## config.mk

```make
export PLATFORM = sky130hd
export DESIGN_NAME = two_wire_debug_master
export DESIGN_NICKNAME = d
export VERILOG_FILES = /design/src/rtl/twdm_pkg.sv /design/src/rtl/twdm_step.sv /design/src/rtl/two_wire_debug_master.sv
export SDC_FILE = /design/constraint.sdc
export NUM_CORES = 1
export LEC_CHECK = 0
export ABC_AREA = 1
export BUFFER_PORTS_ARGS = -buffer_cell sky130_fd_sc_hd__buf_4
export CELL_PAD_IN_SITES_DETAIL_PLACEMENT = 1
export CELL_PAD_IN_SITES_GLOBAL_PLACEMENT = 1
export CORE_MARGIN = 10
export CORE_UTILIZATION = 40
export DETAILED_ROUTE_END_ITERATION = 8
export PLACE_DENSITY = 0.81
export SYNTH_ARGS = -nofsm -noshare
export SYNTH_HDL_FRONTEND = slang
export SYNTH_SLANG_ARGS = --single-unit
```

## constraint.sdc

```tcl
create_clock -name clk -period 3.1 [get_ports clk]
set_clock_uncertainty 0.1 [all_clocks]
set_input_delay 0.62 -clock clk [delete_from_list [all_inputs] [get_ports clk]]
set_output_delay 0.62 -clock clk [all_outputs]
set_load 0.01 [all_outputs]
```

## src/rtl/twdm_pkg.sv

```systemverilog
// ----------------------------------------------------------------------------
// twdm_pkg
// Types, command codes and opcode bytes for the two-wire debug master.
// ----------------------------------------------------------------------------
package twdm_pkg;

	// input item opcode
	typedef enum logic {
		OP_START = 1'b0,
		OP_TICK  = 1'b1
	} item_op_t;

	typedef enum logic [3:0] {
		CMD_ENTRY  = 4'd0,
		CMD_ERASE  = 4'd1,
		CMD_WRCFG  = 4'd2,
		CMD_STATUS = 4'd3,
		CMD_CHIPID = 4'd4,
		CMD_HALT   = 4'd5,
		CMD_RESUME = 4'd6,
		CMD_INSTR  = 4'd7,
		CMD_STEP   = 4'd8,
		CMD_PC     = 4'd9
	} cmd_t;

	localparam logic [7:0] OPB_ERASE  = 8'h14;
	localparam logic [7:0] OPB_WRCFG  = 8'h1d;
	localparam logic [7:0] OPB_STATUS = 8'h34;
	localparam logic [7:0] OPB_CHIPID = 8'h68;
	localparam logic [7:0] OPB_HALT   = 8'h44;
	localparam logic [7:0] OPB_RESUME = 8'h4c;
	localparam logic [7:0] OPB_INSTR  = 8'h54;
	localparam logic [7:0] OPB_STEP   = 8'h5c;
	localparam logic [7:0] OPB_PC     = 8'h28;

	typedef enum logic [1:0] {
		ST_IDLE  = 2'd0,
		ST_ENTRY = 2'd1,
		ST_SEND  = 2'd2,
		ST_RECV  = 2'd3
	} stage_t;

	typedef struct packed {
		logic        opcode;
		logic [3:0]  command_code;
		logic [7:0]  config_value;
		logic [23:0] instruction_bytes;
		logic [1:0]  instruction_length;
		logic        data_sample;
	} in_item_t;

	typedef struct packed {
		logic        reset_pin;
		logic        clock_pin;
		logic        data_pin;
		logic        data_drive;
		logic        busy_res;
		logic        reply_valid;
		logic [15:0] reply;
	} out_item_t;

	typedef struct packed {
		logic        reset_level;
		logic        clock_level;
		logic        data_level;
		logic        drive_enable;
		stage_t      stage;
		logic [2:0]  phase;
		logic [7:0]  tick_div;
		logic [2:0]  bit_idx;
		logic [2:0]  byte_idx;
		logic [31:0] send_buf;
		logic [2:0]  send_count;
		logic [15:0] recv_shift;
		logic [1:0]  recv_count;
	} twdm_state_t;

	// reset line released high, everything else cleared
	localparam twdm_state_t STATE_RESET = '{reset_level: 1'b1, stage: ST_IDLE, default: '0};

	function automatic logic [7:0] cmd_opbyte(logic [3:0] cmd);
		logic [7:0] b;
		case (cmd)
			CMD_ERASE:  b = OPB_ERASE;
			CMD_WRCFG:  b = OPB_WRCFG;
			CMD_STATUS: b = OPB_STATUS;
			CMD_CHIPID: b = OPB_CHIPID;
			CMD_HALT:   b = OPB_HALT;
			CMD_RESUME: b = OPB_RESUME;
			CMD_INSTR:  b = OPB_INSTR;
			CMD_STEP:   b = OPB_STEP;
			CMD_PC:     b = OPB_PC;
			default:    b = 8'h00;
		endcase
		return b;
	endfunction

endpackage

```

## src/rtl/twdm_step.sv

```systemverilog
// ----------------------------------------------------------------------------
// twdm_step
// Next-state and result logic for one item: command start or one tick.
// ----------------------------------------------------------------------------
module twdm_step import twdm_pkg::*; (
	input  twdm_state_t cur,
	input  logic [7:0]  ticks,
	input  in_item_t    item,
	output twdm_state_t nxt,
	output out_item_t   res
);

	// pin action for the current stage and phase
	function automatic twdm_state_t do_action(twdm_state_t s, logic sample);
		twdm_state_t r;
		logic [4:0]  pos;
		r = s;
		pos = {s.byte_idx[1:0], s.bit_idx};
		unique case (s.stage)
			ST_ENTRY: begin
				case (s.phase)
					3'd0:       r.reset_level = 1'b0;
					3'd1, 3'd3: r.clock_level = 1'b1;
					3'd2, 3'd4: r.clock_level = 1'b0;
					default:    r.reset_level = 1'b1;
				endcase
			end
			ST_SEND: begin
				if (s.phase == 3'd0) begin
					r.drive_enable = 1'b1;
					r.data_level   = s.send_buf[~pos];
				end else if (s.phase == 3'd1) begin
					r.clock_level = 1'b1;
				end else begin
					r.clock_level = 1'b0;
				end
			end
			ST_RECV: begin
				if (s.phase == 3'd0) begin
					r.drive_enable = 1'b0;
					r.clock_level  = 1'b1;
				end else if (s.phase == 3'd1) begin
					r.recv_shift = {s.recv_shift[14:0], sample};
				end else begin
					r.clock_level = 1'b0;
				end
			end
			ST_IDLE: ;
		endcase
		return r;
	endfunction

	logic        done;
	logic        act;
	logic [7:0]  limit;
	logic [7:0]  tdiv;
	logic [7:0]  opb;
	logic [15:0] reply;

	always_comb begin
		nxt   = cur;
		done  = 1'b0;
		act   = 1'b0;
		reply = '0;
		limit = (ticks == 8'd0) ? 8'd1 : ticks;
		tdiv  = cur.tick_div + 8'd1;
		opb   = cmd_opbyte(item.command_code);

		if (item.opcode == OP_START) begin
			// commands are dropped while busy or when the code is unknown
			if (cur.stage == ST_IDLE && item.command_code <= CMD_PC) begin
				nxt.phase      = '0;
				nxt.bit_idx    = '0;
				nxt.byte_idx   = '0;
				nxt.tick_div   = '0;
				nxt.recv_shift = '0;
				if (item.command_code == CMD_ENTRY) begin
					nxt.stage = ST_ENTRY;
				end else begin
					nxt.send_count = 3'd1;
					if (item.command_code == CMD_WRCFG) begin
						nxt.send_buf   = {opb, item.config_value, 16'h0000};
						nxt.send_count = 3'd2;
					end else if (item.command_code == CMD_INSTR) begin
						nxt.send_buf   = {opb | {6'd0, item.instruction_length},
							item.instruction_bytes};
						nxt.send_count = 3'd1 + {1'b0, item.instruction_length};
					end else begin
						nxt.send_buf = {opb, 24'h000000};
					end
					nxt.recv_count = (item.command_code == CMD_CHIPID ||
						item.command_code == CMD_PC) ? 2'd2 : 2'd1;
					nxt.stage = ST_SEND;
				end
				act = 1'b1;
			end
		end else if (cur.stage != ST_IDLE) begin
			nxt.tick_div = tdiv;
			if (tdiv >= limit) begin
				nxt.tick_div = '0;
				unique case (cur.stage)
					ST_ENTRY: begin
						if (cur.phase >= 3'd5) begin
							done = 1'b1;
						end else begin
							nxt.phase = cur.phase + 3'd1;
							act = 1'b1;
						end
					end
					ST_SEND, ST_RECV: begin
						act = 1'b1;
						if (cur.phase < 3'd2) begin
							nxt.phase = cur.phase + 3'd1;
						end else begin
							nxt.phase = '0;
							if (cur.bit_idx < 3'd7) begin
								nxt.bit_idx = cur.bit_idx + 3'd1;
							end else begin
								nxt.bit_idx  = '0;
								nxt.byte_idx = cur.byte_idx + 3'd1;
								if (cur.stage == ST_SEND) begin
									if (nxt.byte_idx >= cur.send_count) begin
										nxt.stage    = ST_RECV;
										nxt.byte_idx = '0;
									end
								end else if (nxt.byte_idx >= {1'b0, cur.recv_count}) begin
									done = 1'b1;
									act  = 1'b0;
								end
							end
						end
					end
					ST_IDLE: ;
				endcase
			end
		end

		if (act) begin
			nxt = do_action(nxt, item.data_sample);
		end
		if (done) begin
			reply        = (cur.stage == ST_ENTRY) ? 16'h0000 : nxt.recv_shift;
			nxt.stage    = ST_IDLE;
			nxt.phase    = '0;
			nxt.bit_idx  = '0;
			nxt.byte_idx = '0;
		end

		res.reset_pin   = nxt.reset_level;
		res.clock_pin   = nxt.clock_level;
		res.data_pin    = nxt.data_level;
		res.data_drive  = nxt.drive_enable;
		res.busy_res    = (nxt.stage != ST_IDLE);
		res.reply_valid = done;
		res.reply       = reply;
	end

endmodule

```

## src/rtl/two_wire_debug_master.sv

```systemverilog
// ----------------------------------------------------------------------------
// two_wire_debug_master
// Two-wire debug master: entry sequence, debug commands and reply readback.
// ----------------------------------------------------------------------------
// Takes one item per clock while no result waits on out_ready and returns one
// result per item; each item passes the input register, then the result
// register. While a result waits on out_ready the input register holds at
// most one more item and in_ready then drops. Pin timing comes from tick
// items: each pin phase lasts ticks_per_phase ticks, a bit takes three phases.
// A command item starts a sequence only when busy_res is low; reply_valid
// marks the item that ends a sequence. Write ticks_per_phase only while idle.
module two_wire_debug_master import twdm_pkg::*; (
	input  logic      clk,
	input  logic      arst_n,
	input  logic      in_valid,
	output logic      in_ready,
	input  in_item_t  in_item,
	output logic      out_valid,
	input  logic      out_ready,
	output out_item_t out_item,
	input  logic      cfg_valid,
	output logic      cfg_ready,
	input  logic [7:0] cfg_data
);

	twdm_state_t state_q;
	twdm_state_t state_nxt;
	in_item_t    item_s1;
	logic        item_valid_s1;
	out_item_t   out_item_q;
	out_item_t   res;
	logic        out_valid_q;
	logic [7:0]  ticks_q;
	logic        step;

	twdm_step u_step (
		.cur   (state_q),
		.ticks (ticks_q),
		.item  (item_s1),
		.nxt   (state_nxt),
		.res   (res)
	);

	assign step      = item_valid_s1 && (!out_valid_q || out_ready);
	assign in_ready  = !item_valid_s1 || step;
	assign cfg_ready = 1'b1;
	assign out_valid = out_valid_q;
	assign out_item  = out_item_q;

	always_ff @(posedge clk or negedge arst_n) begin
		if (!arst_n) begin
			ticks_q <= 8'd1;
		end else if (cfg_valid) begin
			ticks_q <= cfg_data;
		end
	end

	always_ff @(posedge clk or negedge arst_n) begin
		if (!arst_n) begin
			item_valid_s1 <= 1'b0;
			out_valid_q   <= 1'b0;
			state_q       <= STATE_RESET;
		end else begin
			if (in_ready) begin
				item_valid_s1 <= in_valid;
			end
			if (step) begin
				state_q     <= state_nxt;
				out_valid_q <= 1'b1;
			end else if (out_ready) begin
				out_valid_q <= 1'b0;
			end
		end
	end

	always_ff @(posedge clk) begin
		if (in_ready && in_valid) begin
			item_s1 <= in_item;
		end
		if (step) begin
			out_item_q <= res;
		end
	end

endmodule
```

* Word-level counts from Yosys, hierarchy flattened
Memories as Yosys holds them, arrays and structs flattened. A register that Yosys moved wholly into a read port is not among the register bits. Cells that the tools add are included.
Storage, ports and cells: register bits 148, ROM bits 96, input port bits 53, memories kept 1
Operators by class: add/subtract/negate cells 5, magnitude comparators 8, equal/unequal tests 14, muxes and demuxes 69, bitwise operators 3, reduce and logical (&&, ||, !) cells 20
Memories:
- (name not given) | depth 16, bits a word 6, rd ports 1, clocked after memory_dff 1, write ports 0, RTL line twdm_pkg.sv:83 | case (cmd)
Operator list (count):
- 2-to-1 mux 76 bit | 1
- 2-to-1 mux 72 bit | 1
- 2-to-1 mux 35 bit | 2
- 2-to-1 mux 19 bit | 3
- 2-to-1 mux 53 bit | 1
- 2-to-1 mux 16 bit | 3
- 2-to-1 mux 32 bit | 1
- 2-to-1 mux 1 bit | 27
- 2-to-1 mux 3 bit | 7
- 2-to-1 mux 2 bit | 9
- 2-to-1 mux 6 bit | 3
- one-hot mux 1 bit (2 select lines) | 5
- adder 3 x 1 -> 3 bit, second input constant | 3
- adder 8 x 1 -> 8 bit, second input constant | 1
- equality test 2 bit, second input constant | 4
- equality test 4 x 3 -> 1 bit, second input constant | 2
- >= comparator 8 bit | 1
- zero test 8 bit | 1
- 2-to-1 mux 8 bit | 1
- OR 8 x 2 -> 8 bit | 1
- OR reduction 2 bit | 4
- equality test 3 x 2 -> 1 bit, second input constant | 2
- < comparator 5 x 6 -> 1 bit, second input constant | 1
- one-hot mux 3 bit (2 select lines) | 1
- other kinds (26) | 34

* Logic depth before layout (Yosys ltp)
word-level depth 18, mapped depth 26

* By module
From an unflattened synthesis, not the netlist that was laid out.
Second synthesis, totals: cell total of the unflattened synthesis 1066, area, all modules 8440.6 um2
Modules (own cells, without submodules):
- two_wire_debug_master | instances 1, cells each 437, area an instance 5297.6 um2, seq. area each 4016.4 um2
- twdm_step | instances 1, cells each 629, area an instance 3143.0 um2, seq. area each 0.0 um2

* Least setup slack after synthesis
No wires, ideal clock.
kind register -> register, start point register state_q[61] (netlist bit), end point register out_item_q (netlist bit out_item[9]) (data pin), arrival 2.733 ns, data required time 2.734 ns, setup slack 0.001 ns, cell stages (with the launch flop) 22, path buffers 1, period minus slack after synthesis 3.099 ns, cell sequence dfrtp_1 > nand2_1 > inv_1 > nand4_1 > nor2_1 > nand2_1 > xor2_1 > ha_1 > a21oi_1 > o21a_1 > nand2_4 > inv_4 > nor2_8 > nand2_4 > nand2_4 > o22ai_4 > nand2_2 > nor2_4 > nand3_2 > buf_2 > o21ai_1 > nor2_1
On the way: word-level cells in the longest chain between the ends 10, elaborated cells on any way between the ends 20
Ends and longest elaborated chain:
- start: declaration | RTL line two_wire_debug_master.sv:26 | twdm_state_t state_q;
- start signal: assignment | RTL line two_wire_debug_master.sv:68 | state_q <= state_nxt;
- adder 8 x 1 -> 8 bit * | RTL line twdm_step.sv:66 | tdiv = cur.tick_div + 8'd1;
- >= comparator 8 bit * | RTL line twdm_step.sv:99 | if (tdiv >= limit) begin
- 2-to-1 mux 19 bit | RTL line twdm_step.sv:99
- 2-to-1 mux 19 bit | RTL line twdm_step.sv:97 | end else if (cur.stage != ST_IDLE) begin
- 2-to-1 mux 19 bit | RTL line twdm_step.sv:69 | if (item.opcode == OP_START) begin
- equality test 3 x 1 -> 1 bit | RTL line twdm_step.sv:42 | end else if (s.phase == 3'd1) begin
- 2-to-1 mux 16 bit | RTL line twdm_step.sv:42
- 2-to-1 mux 16 bit | RTL line twdm_step.sv:39 | if (s.phase == 3'd0) begin
- 2-to-1 mux 16 bit | RTL line twdm_step.sv:19 | unique case (s.stage)
- 2-to-1 mux 76 bit | RTL line twdm_step.sv:138 | if (act) begin
- end signal: assignment | RTL line two_wire_debug_master.sv:81 | out_item_q <= res;
- end: declaration | RTL line two_wire_debug_master.sv:30 | out_item_t out_item_q;
Mark *: on every way between the ends. The rest lies on a longest branch, timed or not. A chain may end at the register's enable or synchronous reset.

==> reports/qor.csv <==
metric;value;unit
rsz0062_at_grt;true;
fin_crit_sh;1.13;
min_period;3500;ps
status;finished with violations;
grt_pass1_wl;38.2;mm
drive_above_1_share;0.301;
switching_power;3620;uW
multi_input_area;0.00358;mm2
synth_cell_types;43;
core_area;0.0194;mm2
clkPwrFrac;0.239;
ys_seq_area_frac;0.528;
fmax;286;MHz
slew_violations;0;
top_usage_layer;met2;
met2_usage;0.327;
dp.cells;1293;
slew_headroom;0.411;
num-fill-cells;2296;
place_area;0.00907;mm2
grt_max_degree;68;
cts_tree;yes;
antenna_found_initial;0;
first_pass_iters;5;
clk_path_buf_depth;2;
io_buffers;76;
drt_iter0_drc;513;
nets;1140;
grt_pass1_vias;7508;
syn_to_final_growth;32.2;%
violations;negative setup slack;
finalHoldViolations;0;
detail_route.wl_per_cell;17.8;um
use_met1;0.206;
fin_ws;-398;ps
setup_viol_count_final;40;
stdcell_count;1346;
critPathMaxFanout;8;
p_int;5480;uW
crit_arrival;3590;ps
crit_path_top_delay_cell;dfrtp_1;
io_pins;78;
p_leak;0.00463;uW
cts_buffers;17;
cts_root_buf;clkbuf_16;
regArea;0.00414;mm2
start_util;0.404;
synth_nets;1000;
critical_path_required;3190;ps
path_clk_slew;70;ps
num_vias;7017;
path_cells;nand2_1 > inv_2 > buf_4 > buf_4 > nand4_1 > xor2_1 > inv_1 > ha_1 > nand2_2 > o21a_1 > nand2_4 > buf_6 > nand4_1 > nand2_4 > buf_16 > nand2_1 > nand3_2 > nand3_1 > nand3_1 > nand3b_1 > nand3_2 > nand2_2;
syn_inst;928;
async_reset_ff_frac;0.558;
final_area;0.0104;mm2
critPathMaxStageDelay;380;ps
seqPwrFrac;0.316;
swShare;0.398;
die_y;160;um
clock_latency;440;ps
place_congestion;0.861;
ys_seq_elements;154;
power_density;878;mW/mm2
endpoint_kind;register;
overflow;0;
routed_wirelength;24.0;mm
grtUsageTotal;0.182;
ir_drop;0.000509;V
diodes;0;
cts_sinks;154;
totalNegativeSetupSlack;-11100;ps
fp.dieW;160;um
synth_flop_cell;dfrtp_1;
floorplan.rows;51;
ant_nets;0;
maxCapViolCount;0;
combPwrFrac;0.445;
vias_per_cell;5.21;
grtUsageMet3;0.0427;
worst_pin_slew;880;ps
final_util;0.534;
path_class;register to register;
h-tree-depth;4;
worst_hold_path_type;input port to async pin;
synth.avg_cell_area;8.45;um2
syn-cell-area;0.00784;mm2
ys_warn_count;0;
crit_path_start_kind;register;
dieArea;0.0256;mm2
synth_edf_count;62;
route.detailed.drc;0;
dpl.hpwl;14.7;mm
## what timing repair did
action                                  in CTS  in global routing
endpoints found under the setup margin      40                 53
resized for setup                           54                 81
gates cloned                                 2                  0
pin swaps                                   42                 35
hold buffers                                 0                  0
buffers inserted                            18                  3
## registers in the layout, indices dropped and copies added (netlist names)
| signal | flops |
|---|---|
| state_q | 76 |
| item_s1 | 40 |
| out_item | 22 |
| ticks_q | 8 |
| u_step.opb | 6 |
| item_valid_s1 | 1 |
| out_valid | 1 |
## cells in the mapped netlist (2+ instances only)
cell,instances,share of area
o22ai_1,10,0.0080
nand2_1,263,0.13
o21a_1,2,0.0019
nand3_2,3,0.0038
o21ai_0,97,0.062
clkbuf_1,22,0.011
nand2_2,7,0.0056
buf_4,2,0.0019
o22ai_4,2,0.0051
nor2_4,3,0.0043
dfrtp_1,84,0.27
buf_2,4,0.0026
inv_1,101,0.048
xor2_1,6,0.0067
ha_1,19,0.030
nor3_1,2,0.0013
nand2_4,3,0.0043
a21oi_1,28,0.018
o21bai_1,2,0.0019
nor2_1,62,0.030
xnor2_1,2,0.0022
edfxtp_1,62,0.24
buf_6,3,0.0043
a31oi_1,3,0.0024
dfxtp_1,6,0.015
o21ai_2,6,0.0067
nand3_1,67,0.043
o211ai_1,5,0.0048
nand4_1,8,0.0064
dfstp_2,2,0.0067
inv_2,11,0.0053
o21ai_1,19,0.012
nor2_2,2,0.0016
## cells in the final DEF, fill, tap and decap left out, drive strengths merged, types with 8 or more instances in the layout
| master | n |
|---|---|
| edfxtp | 62 |
| clkbuf | 18 |
| nand4 | 8 |
| buf | 152 |
| o22ai | 12 |
| ha | 19 |
| o21ai | 122 |
| nor2 | 68 |
| inv | 116 |
| nand2 | 273 |
| dfrtp | 84 |
| a21oi | 28 |
| nand3 | 72 |
## through the flow
stage / hold WS [ps] / total power [uW] / setup WS [ps]
floorplan: 224 / 4790 / 0.851
global placement: 357 / 5800 / -89.7
global route: 127 / 9660 / -586
detailed placement: 371 / 5950 / -230
finish: 91.9 / 9100 / -398
CTS: 113 / 8660 / -190
## power by group through the flow
stage / clock [uW] / combinational, uW / sequential [uW]
2_1_floorplan: 0 / 1970 / 2830
3_3_place_gp: 0 / 2940 / 2850
3_5_place_dp: 0 / 3070 / 2880
4_1_cts: 2190 / 3620 / 2850
5_1_grt: 2300 / 4440 / 2920
6_report: 2180 / 4050 / 2880
## metal layers
metal | routed length [um] | up-vias | part of all wire
met1 | 9660 | 3434 | 0.40
met2 | 12600 | 182 | 0.53
li1 | - | 3335 | -
met3 | 986 | 66 | 0.041
met5 | 0 | - | 0
met4 | 696 | 0 | 0.029
## final timing paths
check / startpoint / cells after the start / endpoint / slack [ps]
worst min-delay path: arst_n / 1 / state_q[10] / 90
worst max-delay path: state_q[61] / 22 / out_item[19] / -400
worst max register to register: state_q[61] / 22 / out_item[19] / -400
min in group clk: in_item[10] / 1 / item_s1[10] / 250
max in group asynchronous: arst_n / 2 / state_q[42] / 2130
worst min register to register: u_step.opb[2] / 2 / state_q[47] / 380
## worst max-delay path, delay by kind of cell (launching register included)
family	cells	cell delay (ps)
xor gates and xnor gates	1	190
AOI/OAI and AO/OA	1	230
buffers and inverters	6	600
DFF	1	380
and+or+nand+nor	13	1420
adders and majority gates	1	300
## final cells by class
cell class	count	share of cell area
flip-flops and latches	154	0.399
multi-input cells	629	0.345
repair buffers	152	0.123
inverters	114	0.0424
clock buffers	18	0.0414
well taps	265	0.0320
clock inverters	14	0.0163
## logic make-up (layout without fill, tap and decap cells)
family | after synthesis | count (layout) | share of synthesized area
AO/OA/AOI/OAI | 176 | 176 | 0.125
flip-flops | 154 | 154 | 0.528
buffers and inverters | 146 | 298 | 0.0749
AND/OR/NAND/NOR | 424 | 425 | 0.233
XOR/XNOR | 8 | 8 | 0.00894
other | 1 | 1 | 0.000478
adder cells (fa/ha/maj) | 19 | 19 | 0.0303
No activity file was read; power rests on OpenSTA's default activity.
